===== config.mk =====
export PLATFORM = sky130hd
export DESIGN_NAME = ascii85_stream_encoder
export DESIGN_NICKNAME = d
export VERILOG_FILES = /design/src/hdl/a85_pkg.sv /design/src/hdl/a85_front.sv /design/src/hdl/a85_conv.sv /design/src/hdl/a85_emit.sv /design/src/hdl/ascii85_stream_encoder.sv
export SDC_FILE = /design/constraint.sdc
export NUM_CORES = 1
export LEC_CHECK = 0
export BUFFER_PORTS_ARGS = -buffer_cell sky130_fd_sc_hd__clkbuf_2
export CAP_MARGIN = 20
export CORE_UTILIZATION = 60
export CTS_CLUSTER_SIZE = 25
export DETAILED_ROUTE_END_ITERATION = 16
export PLACE_DENSITY_LB_ADDON = 0.1
export REMOVE_ABC_BUFFERS = 1
export SLEW_MARGIN = 30
export SYNTH_ARGS = -nofsm -noshare
export SYNTH_HDL_FRONTEND = slang
export SYNTH_SLANG_ARGS = --single-unit

===== constraint.sdc =====
create_clock -name clk -period 7.7 [get_ports clk]
set_input_delay 0.385 -clock clk [delete_from_list [all_inputs] [get_ports clk]]
set_output_delay 0.385 -clock clk [all_outputs]
set_load 0.02 [all_outputs]

===== src/hdl/a85_pkg.sv =====
// Shared types and constants for the ASCII85 stream encoder.
`timescale 1ns / 1ps

package a85_pkg;

    localparam int DIG_W  = 7;   // one base-85 digit
    localparam int NDIG_W = 3;   // digit count 0..5
    localparam int GROUP_DIGITS = 5;

    // Exact t / 85 for any 32-bit t: (t * RECIP_85) >> RECIP_SHIFT
    localparam logic [31:0] RECIP_85    = 32'hC0C0C0C1;
    localparam int          RECIP_SHIFT = 38;
    localparam int          QUOT_W      = 64 - RECIP_SHIFT;

    localparam logic [7:0] CH_BANG  = 8'h21;
    localparam logic [7:0] CH_Z     = 8'h7A;
    localparam logic [7:0] CH_LF    = 8'h0A;
    localparam logic [7:0] CH_TILDE = 8'h7E;
    localparam logic [7:0] CH_GT    = 8'h3E;

    typedef struct packed {
        logic [7:0] data_byte;
        logic       last_byte;
    } in_item_t;

    typedef struct packed {
        logic [7:0] out_char;
        logic       run_end;
        logic       stream_end;
    } out_item_t;

    // Front -> converter: what one input byte asks for.
    typedef struct packed {
        logic [31:0]       tuple;
        logic [NDIG_W-1:0] ndig;   // digits to emit (0, 2..5)
        logic              zchar;  // all-zero full group
        logic              post;   // digits follow the newline (tail group)
        logic              nl;     // line break
        logic              fin;    // end marker and final newline
    } cmd_t;

    // Converter -> emitter: digits ready, most significant in slot 0.
    typedef struct packed {
        logic [GROUP_DIGITS-1:0][DIG_W-1:0] dig;
        logic [NDIG_W-1:0]                  ndig;
        logic                               zchar;
        logic                               post;
        logic                               nl;
        logic                               fin;
    } job_t;

endpackage


===== src/hdl/a85_front.sv =====
// Front end: group packing, line counting and the command queue.
`timescale 1ns / 1ps

module a85_front #(
    parameter int LINE_BYTES = 32
) (
    input  logic              clk,
    input  logic              rst_n,
    input  logic              in_valid,
    output logic              in_ready,
    input  a85_pkg::in_item_t in_item,
    output logic              cmd_valid,
    input  logic              cmd_ready,
    output a85_pkg::cmd_t     cmd
);
    import a85_pkg::*;

    localparam int LW = (LINE_BYTES > 1) ? $clog2(LINE_BYTES) : 1;
    localparam logic [LW-1:0] POS_LAST = LW'(LINE_BYTES - 1);

    logic [1:0]    fill_reg, fill_next;
    logic [23:0]   bytes_reg, bytes_next;
    logic [LW-1:0] pos_reg, pos_next;
    logic          first_reg, first_next;

    cmd_t       q_mem [2];
    logic       wr_ptr_reg, rd_ptr_reg;
    logic [1:0] count_reg;

    logic  accept, push, pop, full_group;
    logic  [23:0] added;
    cmd_t  new_cmd;

    assign accept    = in_valid && in_ready;
    assign in_ready  = (count_reg != 2'd2);
    assign cmd_valid = (count_reg != 2'd0);
    assign cmd       = q_mem[rd_ptr_reg];
    assign pop       = cmd_valid && cmd_ready;

    always_comb
    begin
        full_group = (fill_reg == 2'd3);
        case (fill_reg)
            2'd0:    added = {in_item.data_byte, 16'h0000};
            2'd1:    added = {8'h00, in_item.data_byte, 8'h00};
            default: added = {16'h0000, in_item.data_byte};
        endcase

        if (full_group)
        begin
            fill_next  = 2'd0;
            bytes_next = 24'h000000;
        end
        else
        begin
            fill_next  = fill_reg + 2'd1;
            bytes_next = bytes_reg | added;
        end
        pos_next   = (pos_reg == POS_LAST) ? '0 : pos_reg + LW'(1);
        first_next = 1'b1;

        new_cmd       = '0;
        new_cmd.nl    = first_reg && (pos_reg == '0);
        new_cmd.fin   = in_item.last_byte;
        if (full_group)
        begin
            new_cmd.tuple = {bytes_reg, in_item.data_byte};
            new_cmd.zchar = (new_cmd.tuple == 32'h0);
            new_cmd.ndig  = new_cmd.zchar ? NDIG_W'(0) : NDIG_W'(GROUP_DIGITS);
        end
        else if (in_item.last_byte)
        begin
            // tail group: padded with zeros, fill+1 digits after the newline
            new_cmd.tuple = {bytes_next, 8'h00};
            new_cmd.post  = 1'b1;
            new_cmd.ndig  = NDIG_W'(fill_next) + NDIG_W'(1);
        end
        push = accept && (full_group || new_cmd.nl || in_item.last_byte);

        if (in_item.last_byte)
        begin
            fill_next  = 2'd0;
            bytes_next = 24'h000000;
            pos_next   = '0;
            first_next = 1'b0;
        end
    end

    always_ff @(posedge clk or negedge rst_n)
    begin
        if (!rst_n)
        begin
            fill_reg   <= 2'd0;
            bytes_reg  <= 24'h000000;
            pos_reg    <= '0;
            first_reg  <= 1'b0;
            wr_ptr_reg <= 1'b0;
            rd_ptr_reg <= 1'b0;
            count_reg  <= 2'd0;
        end
        else
        begin
            if (accept)
            begin
                fill_reg  <= fill_next;
                bytes_reg <= bytes_next;
                pos_reg   <= pos_next;
                first_reg <= first_next;
            end
            if (push)
                wr_ptr_reg <= ~wr_ptr_reg;
            if (pop)
                rd_ptr_reg <= ~rd_ptr_reg;
            if (push && !pop)
                count_reg <= count_reg + 2'd1;
            else if (pop && !push)
                count_reg <= count_reg - 2'd1;
        end
    end

    always_ff @(posedge clk)
    begin
        if (push)
            q_mem[wr_ptr_reg] <= new_cmd;
    end

endmodule


===== src/hdl/a85_conv.sv =====
// Base-85 converter: four divisions by 85 through one reciprocal multiplier.
`timescale 1ns / 1ps

module a85_conv (
    input  logic          clk,
    input  logic          rst_n,
    input  logic          cmd_valid,
    output logic          cmd_ready,
    input  a85_pkg::cmd_t cmd,
    output logic          job_valid,
    input  logic          job_ready,
    output a85_pkg::job_t job
);
    import a85_pkg::*;

    typedef enum logic [1:0] {C_IDLE, C_MUL, C_SUB, C_DONE} conv_state_t;

    conv_state_t state_reg;
    logic [1:0]  step_reg;
    logic [31:0] t_reg;
    logic [QUOT_W-1:0] p_reg;
    job_t        job_reg;

    logic [63:0]      product;
    logic [DIG_W-1:0] q85_low, rem;
    logic [2:0]       dig_idx;
    logic             load;

    assign product   = {32'h0, t_reg} * {32'h0, RECIP_85};
    // remainder is below 85, so seven bits of the subtraction suffice
    assign q85_low   = p_reg[DIG_W-1:0] * DIG_W'(85);
    assign rem       = t_reg[DIG_W-1:0] - q85_low;
    assign dig_idx   = 3'd4 - {1'b0, step_reg};
    assign cmd_ready = (state_reg == C_IDLE) || (state_reg == C_DONE && job_ready);
    assign load      = cmd_valid && cmd_ready;
    assign job_valid = (state_reg == C_DONE);
    assign job       = job_reg;

    always_ff @(posedge clk or negedge rst_n)
    begin
        if (!rst_n)
        begin
            state_reg <= C_IDLE;
            step_reg  <= 2'd0;
        end
        else
        begin
            unique case (state_reg) inside
                C_IDLE, C_DONE:
                begin
                    if (load)
                    begin
                        state_reg <= (cmd.ndig != '0) ? C_MUL : C_DONE;
                        step_reg  <= 2'd0;
                    end
                    else if (state_reg == C_DONE && job_ready)
                        state_reg <= C_IDLE;
                end
                C_MUL:
                    state_reg <= C_SUB;
                C_SUB:
                begin
                    if (step_reg == 2'd3)
                        state_reg <= C_DONE;
                    else
                    begin
                        step_reg  <= step_reg + 2'd1;
                        state_reg <= C_MUL;
                    end
                end
                default:
                    state_reg <= C_IDLE;
            endcase
        end
    end

    always_ff @(posedge clk)
    begin
        if (load)
        begin
            t_reg         <= cmd.tuple;
            job_reg.dig   <= '0;
            job_reg.ndig  <= cmd.ndig;
            job_reg.zchar <= cmd.zchar;
            job_reg.post  <= cmd.post;
            job_reg.nl    <= cmd.nl;
            job_reg.fin   <= cmd.fin;
        end
        else if (state_reg == C_MUL)
            p_reg <= product[63:RECIP_SHIFT];
        else if (state_reg == C_SUB)
        begin
            job_reg.dig[dig_idx] <= rem;
            t_reg <= {{(32-QUOT_W){1'b0}}, p_reg};
            // after four divisions the quotient is the leading digit
            if (step_reg == 2'd3)
                job_reg.dig[0] <= p_reg[DIG_W-1:0];
        end
    end

endmodule


===== src/hdl/a85_emit.sv =====
// Character emitter: walks one job's characters into the output register.
`timescale 1ns / 1ps

module a85_emit (
    input  logic               clk,
    input  logic               rst_n,
    input  logic               job_valid,
    output logic               job_ready,
    input  a85_pkg::job_t      job,
    output logic               out_valid,
    input  logic               out_ready,
    output a85_pkg::out_item_t out_item
);
    import a85_pkg::*;

    logic [GROUP_DIGITS-1:0][DIG_W-1:0] dig_reg, dig_next;
    logic [NDIG_W-1:0] dcnt_reg, dcnt_next;
    logic z_reg, z_next, nl_reg, nl_next, post_reg;
    logic t_reg, t_next, g_reg, g_next, e_reg, e_next;
    logic out_valid_reg;
    out_item_t out_item_reg;

    logic      any, rest, emit;
    out_item_t cur;

    always_comb
    begin
        dig_next  = dig_reg;
        dcnt_next = dcnt_reg;
        z_next    = z_reg;
        nl_next   = nl_reg;
        t_next    = t_reg;
        g_next    = g_reg;
        e_next    = e_reg;
        cur       = '0;

        if (z_reg)
        begin
            cur.out_char = CH_Z;
            z_next       = 1'b0;
        end
        else if (dcnt_reg != '0 && !post_reg)
        begin
            cur.out_char = {1'b0, dig_reg[0]} + CH_BANG;
            dcnt_next    = dcnt_reg - NDIG_W'(1);
            dig_next     = {{DIG_W{1'b0}}, dig_reg[GROUP_DIGITS-1:1]};
        end
        else if (nl_reg)
        begin
            cur.out_char = CH_LF;
            nl_next      = 1'b0;
        end
        else if (dcnt_reg != '0)
        begin
            cur.out_char = {1'b0, dig_reg[0]} + CH_BANG;
            dcnt_next    = dcnt_reg - NDIG_W'(1);
            dig_next     = {{DIG_W{1'b0}}, dig_reg[GROUP_DIGITS-1:1]};
        end
        else if (t_reg)
        begin
            cur.out_char = CH_TILDE;
            t_next       = 1'b0;
        end
        else if (g_reg)
        begin
            cur.out_char = CH_GT;
            g_next       = 1'b0;
        end
        else
        begin
            cur.out_char   = CH_LF;
            cur.stream_end = 1'b1;
            e_next         = 1'b0;
        end

        any  = z_reg || (dcnt_reg != '0) || nl_reg || t_reg || g_reg || e_reg;
        rest = z_next || (dcnt_next != '0) || nl_next || t_next || g_next || e_next;
        cur.run_end = !rest;
        emit = any && (!out_valid_reg || out_ready);
        job_ready = !any || (emit && !rest);
    end

    assign out_valid = out_valid_reg;
    assign out_item  = out_item_reg;

    always_ff @(posedge clk or negedge rst_n)
    begin
        if (!rst_n)
        begin
            out_valid_reg <= 1'b0;
            dcnt_reg      <= '0;
            z_reg         <= 1'b0;
            nl_reg        <= 1'b0;
            post_reg      <= 1'b0;
            t_reg         <= 1'b0;
            g_reg         <= 1'b0;
            e_reg         <= 1'b0;
        end
        else
        begin
            if (emit)
                out_valid_reg <= 1'b1;
            else if (out_ready)
                out_valid_reg <= 1'b0;

            if (job_valid && job_ready)
            begin
                dcnt_reg <= job.ndig;
                z_reg    <= job.zchar;
                nl_reg   <= job.nl;
                post_reg <= job.post;
                t_reg    <= job.fin;
                g_reg    <= job.fin;
                e_reg    <= job.fin;
            end
            else if (emit)
            begin
                dcnt_reg <= dcnt_next;
                z_reg    <= z_next;
                nl_reg   <= nl_next;
                t_reg    <= t_next;
                g_reg    <= g_next;
                e_reg    <= e_next;
            end
        end
    end

    always_ff @(posedge clk)
    begin
        if (emit)
            out_item_reg <= cur;
        if (job_valid && job_ready)
            dig_reg <= job.dig;
        else if (emit)
            dig_reg <= dig_next;
    end

endmodule


===== src/hdl/ascii85_stream_encoder.sv =====
// Top level of the ASCII85 stream encoder: front, converter and emitter.
`timescale 1ns / 1ps
// Usage:
//   Input channel (in_valid/in_ready/in_item) takes one raw byte per item,
//   with last_byte set on the final byte of a stream. Output channel
//   (out_valid/out_ready/out_item) gives one ASCII character per item;
//   run_end marks the last character caused by an input byte, stream_end
//   the newline after the closing "~>".
//   Bytes that only add to a group give no characters, save a newline at a line start.
// Structure:
//   Front packs bytes into groups, counts line position and pushes a command
//   into a two-entry queue. The converter turns a group into base-85 digits
//   with four divisions by 85 on one reciprocal multiplier, each a multiply
//   state and a subtract state. The emitter drives one character per cycle
//   into the output register, unless the output stalls, while the converter
//   works on the next group.
// Timing: a full group passes the queue, the converter's states and the
//   output register before its first digit is out. The converter sets the
//   sustained rate and takes the next command only once its job is handed on.
// Reset clears all group and line state. A stall on the output holds the
// output register; the queue fills and in_ready drops only when it is full.
module ascii85_stream_encoder #(
    parameter int LINE_BYTES = 32
) (
    input  logic               clk,
    input  logic               rst_n,
    input  logic               in_valid,
    output logic               in_ready,
    input  a85_pkg::in_item_t  in_item,
    output logic               out_valid,
    input  logic               out_ready,
    output a85_pkg::out_item_t out_item
);
    import a85_pkg::*;

    logic cmd_valid, cmd_ready, job_valid, job_ready;
    cmd_t cmd;
    job_t job;

    a85_front #(
        .LINE_BYTES (LINE_BYTES)
    ) u_front (
        .clk       (clk),
        .rst_n     (rst_n),
        .in_valid  (in_valid),
        .in_ready  (in_ready),
        .in_item   (in_item),
        .cmd_valid (cmd_valid),
        .cmd_ready (cmd_ready),
        .cmd       (cmd)
    );

    a85_conv u_conv (
        .clk       (clk),
        .rst_n     (rst_n),
        .cmd_valid (cmd_valid),
        .cmd_ready (cmd_ready),
        .cmd       (cmd),
        .job_valid (job_valid),
        .job_ready (job_ready),
        .job       (job)
    );

    a85_emit u_emit (
        .clk       (clk),
        .rst_n     (rst_n),
        .job_valid (job_valid),
        .job_ready (job_ready),
        .job       (job),
        .out_valid (out_valid),
        .out_ready (out_ready),
        .out_item  (out_item)
    );

    // stream end is always the closing newline and ends its byte's run
    assert property (@(posedge clk) disable iff (!rst_n)
        out_valid && out_item.stream_end |-> out_item.run_end && out_item.out_char == CH_LF)
    else $error("stream_end without closing newline");

    // commands carry no digits, a tail group, or a full group
    assert property (@(posedge clk) disable iff (!rst_n)
        cmd_valid |-> (cmd.ndig == 3'd0 || cmd.ndig == 3'd2 || cmd.ndig == 3'd3
                       || cmd.ndig == 3'd4 || cmd.ndig == 3'd5))
    else $error("bad digit count in command");

    // a zero group gives 'z' only, and tail digits only come with the end mark
    assert property (@(posedge clk) disable iff (!rst_n)
        job_valid |-> !(job.zchar && job.ndig != 3'd0) && !(job.post && !job.fin))
    else $error("inconsistent job");

endmodule

==> flow_metrics.env <==
export IMPL_synth_cell_types=67
export IMPL_final_net_count=2667
export IMPL_dp_hpwl_um=41390
export IMPL_ys_top_cells_by_area="edfxtp_1, ha_1, fa_1"
export IMPL_clock_latency_ps=560
export IMPL_num_vias=14850
export IMPL_rows=69
export IMPL_slowest_delay_ps=690
export IMPL_post_cts_setup_buffers=0
export IMPL_cts_tree="built"
export IMPL_endpoint_kind="flip-flop"
export IMPL_setup_violations=0
export IMPL_hold_path_class="input pin to flip-flop"
export IMPL_drt_first_iter_violations=859
export IMPL_ant_nets=0
export IMPL_synth_seq_cells=273
export IMPL_cp_common_cell="ha_1"
export IMPL_grt_pass1_vias=15010
export IMPL_ys_top_cells_by_count="inv_1, ha_1, nand2_1"
export IMPL_cts_max_level=1
export IMPL_wl_met3_um=2343
export IMPL_synthMuxAreaShare=0.02002
export IMPL_critical_path_class="flip-flop to flip-flop"
export IMPL_cts_buffers=29
export IMPL_ys_seq_area_frac=0.3444
export IMPL_yosys_area_share_simple=0.1013
export IMPL_start_util=0.6142
export IMPL_largest_reg_flops=78
export IMPL_synth_edff_count=188
export IMPL_yosysMostFrequentCell="inv_1"
export IMPL_rsz0062_at_grt="false"
export IMPL_fillCellCount=2917
export IMPL_status="complete, no violations"
export IMPL_critical_path_startpoint_type="flip-flop"
export IMPL_io_buffers=24
export IMPL_core_um2=35910
export IMPL_grt_ovfl_total=0
export IMPL_cpLargestDelayFamily="adder cells"
export IMPL_max_freq_mhz=136.8
export IMPL_finalSetupTns_ps=0
export IMPL_wl_um=51000
export IMPL_syn_to_final_growth_pct=6.750
export IMPL_grt_max_degree=65
export IMPL_place_gp_congestion=0.9424
export IMPL_root_buffer="clkbuf_16"
export IMPL_synth_compound_area_frac=0.08639
export IMPL_cp_arrival_ps=7690
export IMPL_wl_met2_um=23730
export IMPL_cts_num_sinks=273
export IMPL_clock_path_buffers=3
export IMPL_die_area_um2=37540
export IMPL_hold_viol=0
export IMPL_synth_async_reset_ratio=0.1832
export IMPL_relSlewSlack=0.3851
export IMPL_max_cap_violations=0
export IMPL_multi_input_area_um2=12840
export IMPL_cp_buffers_inverters=5
export IMPL_synthFlopType="edfxtp_1"
export IMPL_dr_pass1_iters=5
export IMPL_avgSynthCellArea_um2=10.38
export IMPL_synth_xor_area_share=0.01985
export IMPL_synth_area_um2=22060
export IMPL_synth_top_area_cell="edfxtp_1"
export IMPL_tightestPinTransition_ps=916.8
export IMPL_avgRoutedWirePerCell_um=19.47
export IMPL_routedLengthMet1_um=24070
export IMPL_drc=0
export IMPL_crit_chain="ha_1 -> ha_1 -> ha_1 -> inv_1 -> fa_1 -> inv_1 -> fa_1 -> inv_1 -> fa_1 -> inv_1 -> fa_1 -> ha_1 -> ha_1 -> nand4_1 -> or3_1 -> nor4_1 -> o21ai_0 -> buf_4 -> a211oi_1 -> nor3_1 -> a211oi_1"
export IMPL_cp_required_ps=8080
export IMPL_antenna_found_initial=0
export IMPL_synthCells=2126
export IMPL_ys_warn_count=0
export IMPL_drv_slew=0
export IMPL_antenna_cells=0
export IMPL_clock_skew_ps=20.73
export IMPL_synth_top_family_by_area="adder cells"
export IMPL_grt_pass1_wl_um=81150
export IMPL_seqCellArea_um2=7601
export IMPL_path_clk_slew_ps=60
export IMPL_highest_layer="met4"
export IMPL_fin_crit_sh=0.9491
export IMPL_ios=25
export IMPL_fin_crit_ps=7308
export IMPL_grt_usage=0.2784
export IMPL_die_w_um=193.7
export IMPL_vias_per_cell=5.671
export IMPL_synth_adder_area_share=0.3530
export IMPL_worst_path_max_fanout=6
export IMPL_layout_drive_gt1_share=0.05144
export IMPL_die_h_um=193.7
export IMPL_synth_top_cell_area_share=0.2559
export IMPL_crit_slowest_cell="nor4_1"
## stage by stage
stage               cells  cell area, µm²  worst slack (ps)  hold slack [ps]    util
floorplan            2067           21770              1207            89.41       -
global placement     2563           22580             432.0            425.3  0.6287
detailed placement   2564           22610             372.7            421.5  0.6295
CTS                  2619           23540             342.1            166.1  0.6555
global route         2619           23550             49.32            194.2  0.6557
finish               2619           23550             392.2            180.7  0.6557
## placed cells by master, fill, tap and decap left out, types with 11 or more instances in the layout
cell | Yosys | layout
a211oi_1 | 14 | 14
a21o_1 | 21 | 21
a21oi_1 | 141 | 140
and2_1 | 27 | 27
and3_1 | 12 | 12
buf_4 | 2 | 11
clkbuf_16 | 0 | 29
clkbuf_2 | 1 | 24
dfrtp_1 | 50 | 49
dfxtp_1 | 35 | 35
edfxtp_1 | 188 | 188
fa_1 | 171 | 171
ha_1 | 348 | 347
inv_1 | 362 | 362
mux2i_1 | 34 | 34
nand2_1 | 219 | 218
nand3_1 | 31 | 31
nand4_1 | 11 | 11
nor2_1 | 115 | 113
nor2b_1 | 17 | 17
nor3_1 | 16 | 16
nor4_1 | 15 | 15
o21ai_0 | 70 | 70
xnor2_1 | 34 | 34
xor2_1 | 16 | 16
## worst register-to-register path, delay by kind of cell (launching register included)
family	cells	cell delay, ps
adders and majority gates	9	3730
DFF	1	500
buffers and inverters	5	470
AOI/OAI and AO/OA	3	890
and+or+nand+nor	4	1520
## kinds of logic (layout without fill, tap and decap cells)
group | after synthesis | after routing
fa+ha+maj | 520 | 520
xor+xnor | 50 | 50
simple gates | 495 | 495
buf+inv | 422 | 454
mux | 43 | 43
flops | 273 | 273
compound gates | 323 | 323
## path summary, 6_finish.rpt
path	start	endpoint	slack, ps	cells after the start
min reg2reg	u_conv.job[2]	u_emit.post_reg	450	2
max in group asynchronous	rst_n	u_front.rd_ptr_reg	6700	3
min	in_item[0]	u_front.pos_reg[3]	180	2
max reg2reg	u_conv.t_reg[24]	u_conv.p_reg[25]	390	21
min in group asynchronous	rst_n	u_emit.e_reg	490	3
max	u_conv.t_reg[24]	u_conv.p_reg[25]	390	21
## routing by layer
layer  GRT usage  up-vias
met5           0        -
met4     0.05156        0
met3     0.03114       50
met2      0.4487      325
met1      0.4104     7295
li1            -     7183
## area by class of cell
class,count,area share
inverter,363,0.05786
sequential,273,0.3228
multi-input combinational,1431,0.5454
timing repair buffer,37,0.01020
clock inverter,15,0.005526
clock buffer,39,0.03369
tap,461,0.02450
## repair_timing
| item | in CTS | in global routing |
|---|---|---|
| gates resized for setup | 0 | 1 |
| endpoints found under the hold margin | 50 | 0 |
| hold buffers | 1 | 0 |
| setup endpoints to repair | 0 | 5 |
Power is not shown: default switching activity piles up to over one toggle a cycle in this logic, so the estimate is an artifact.
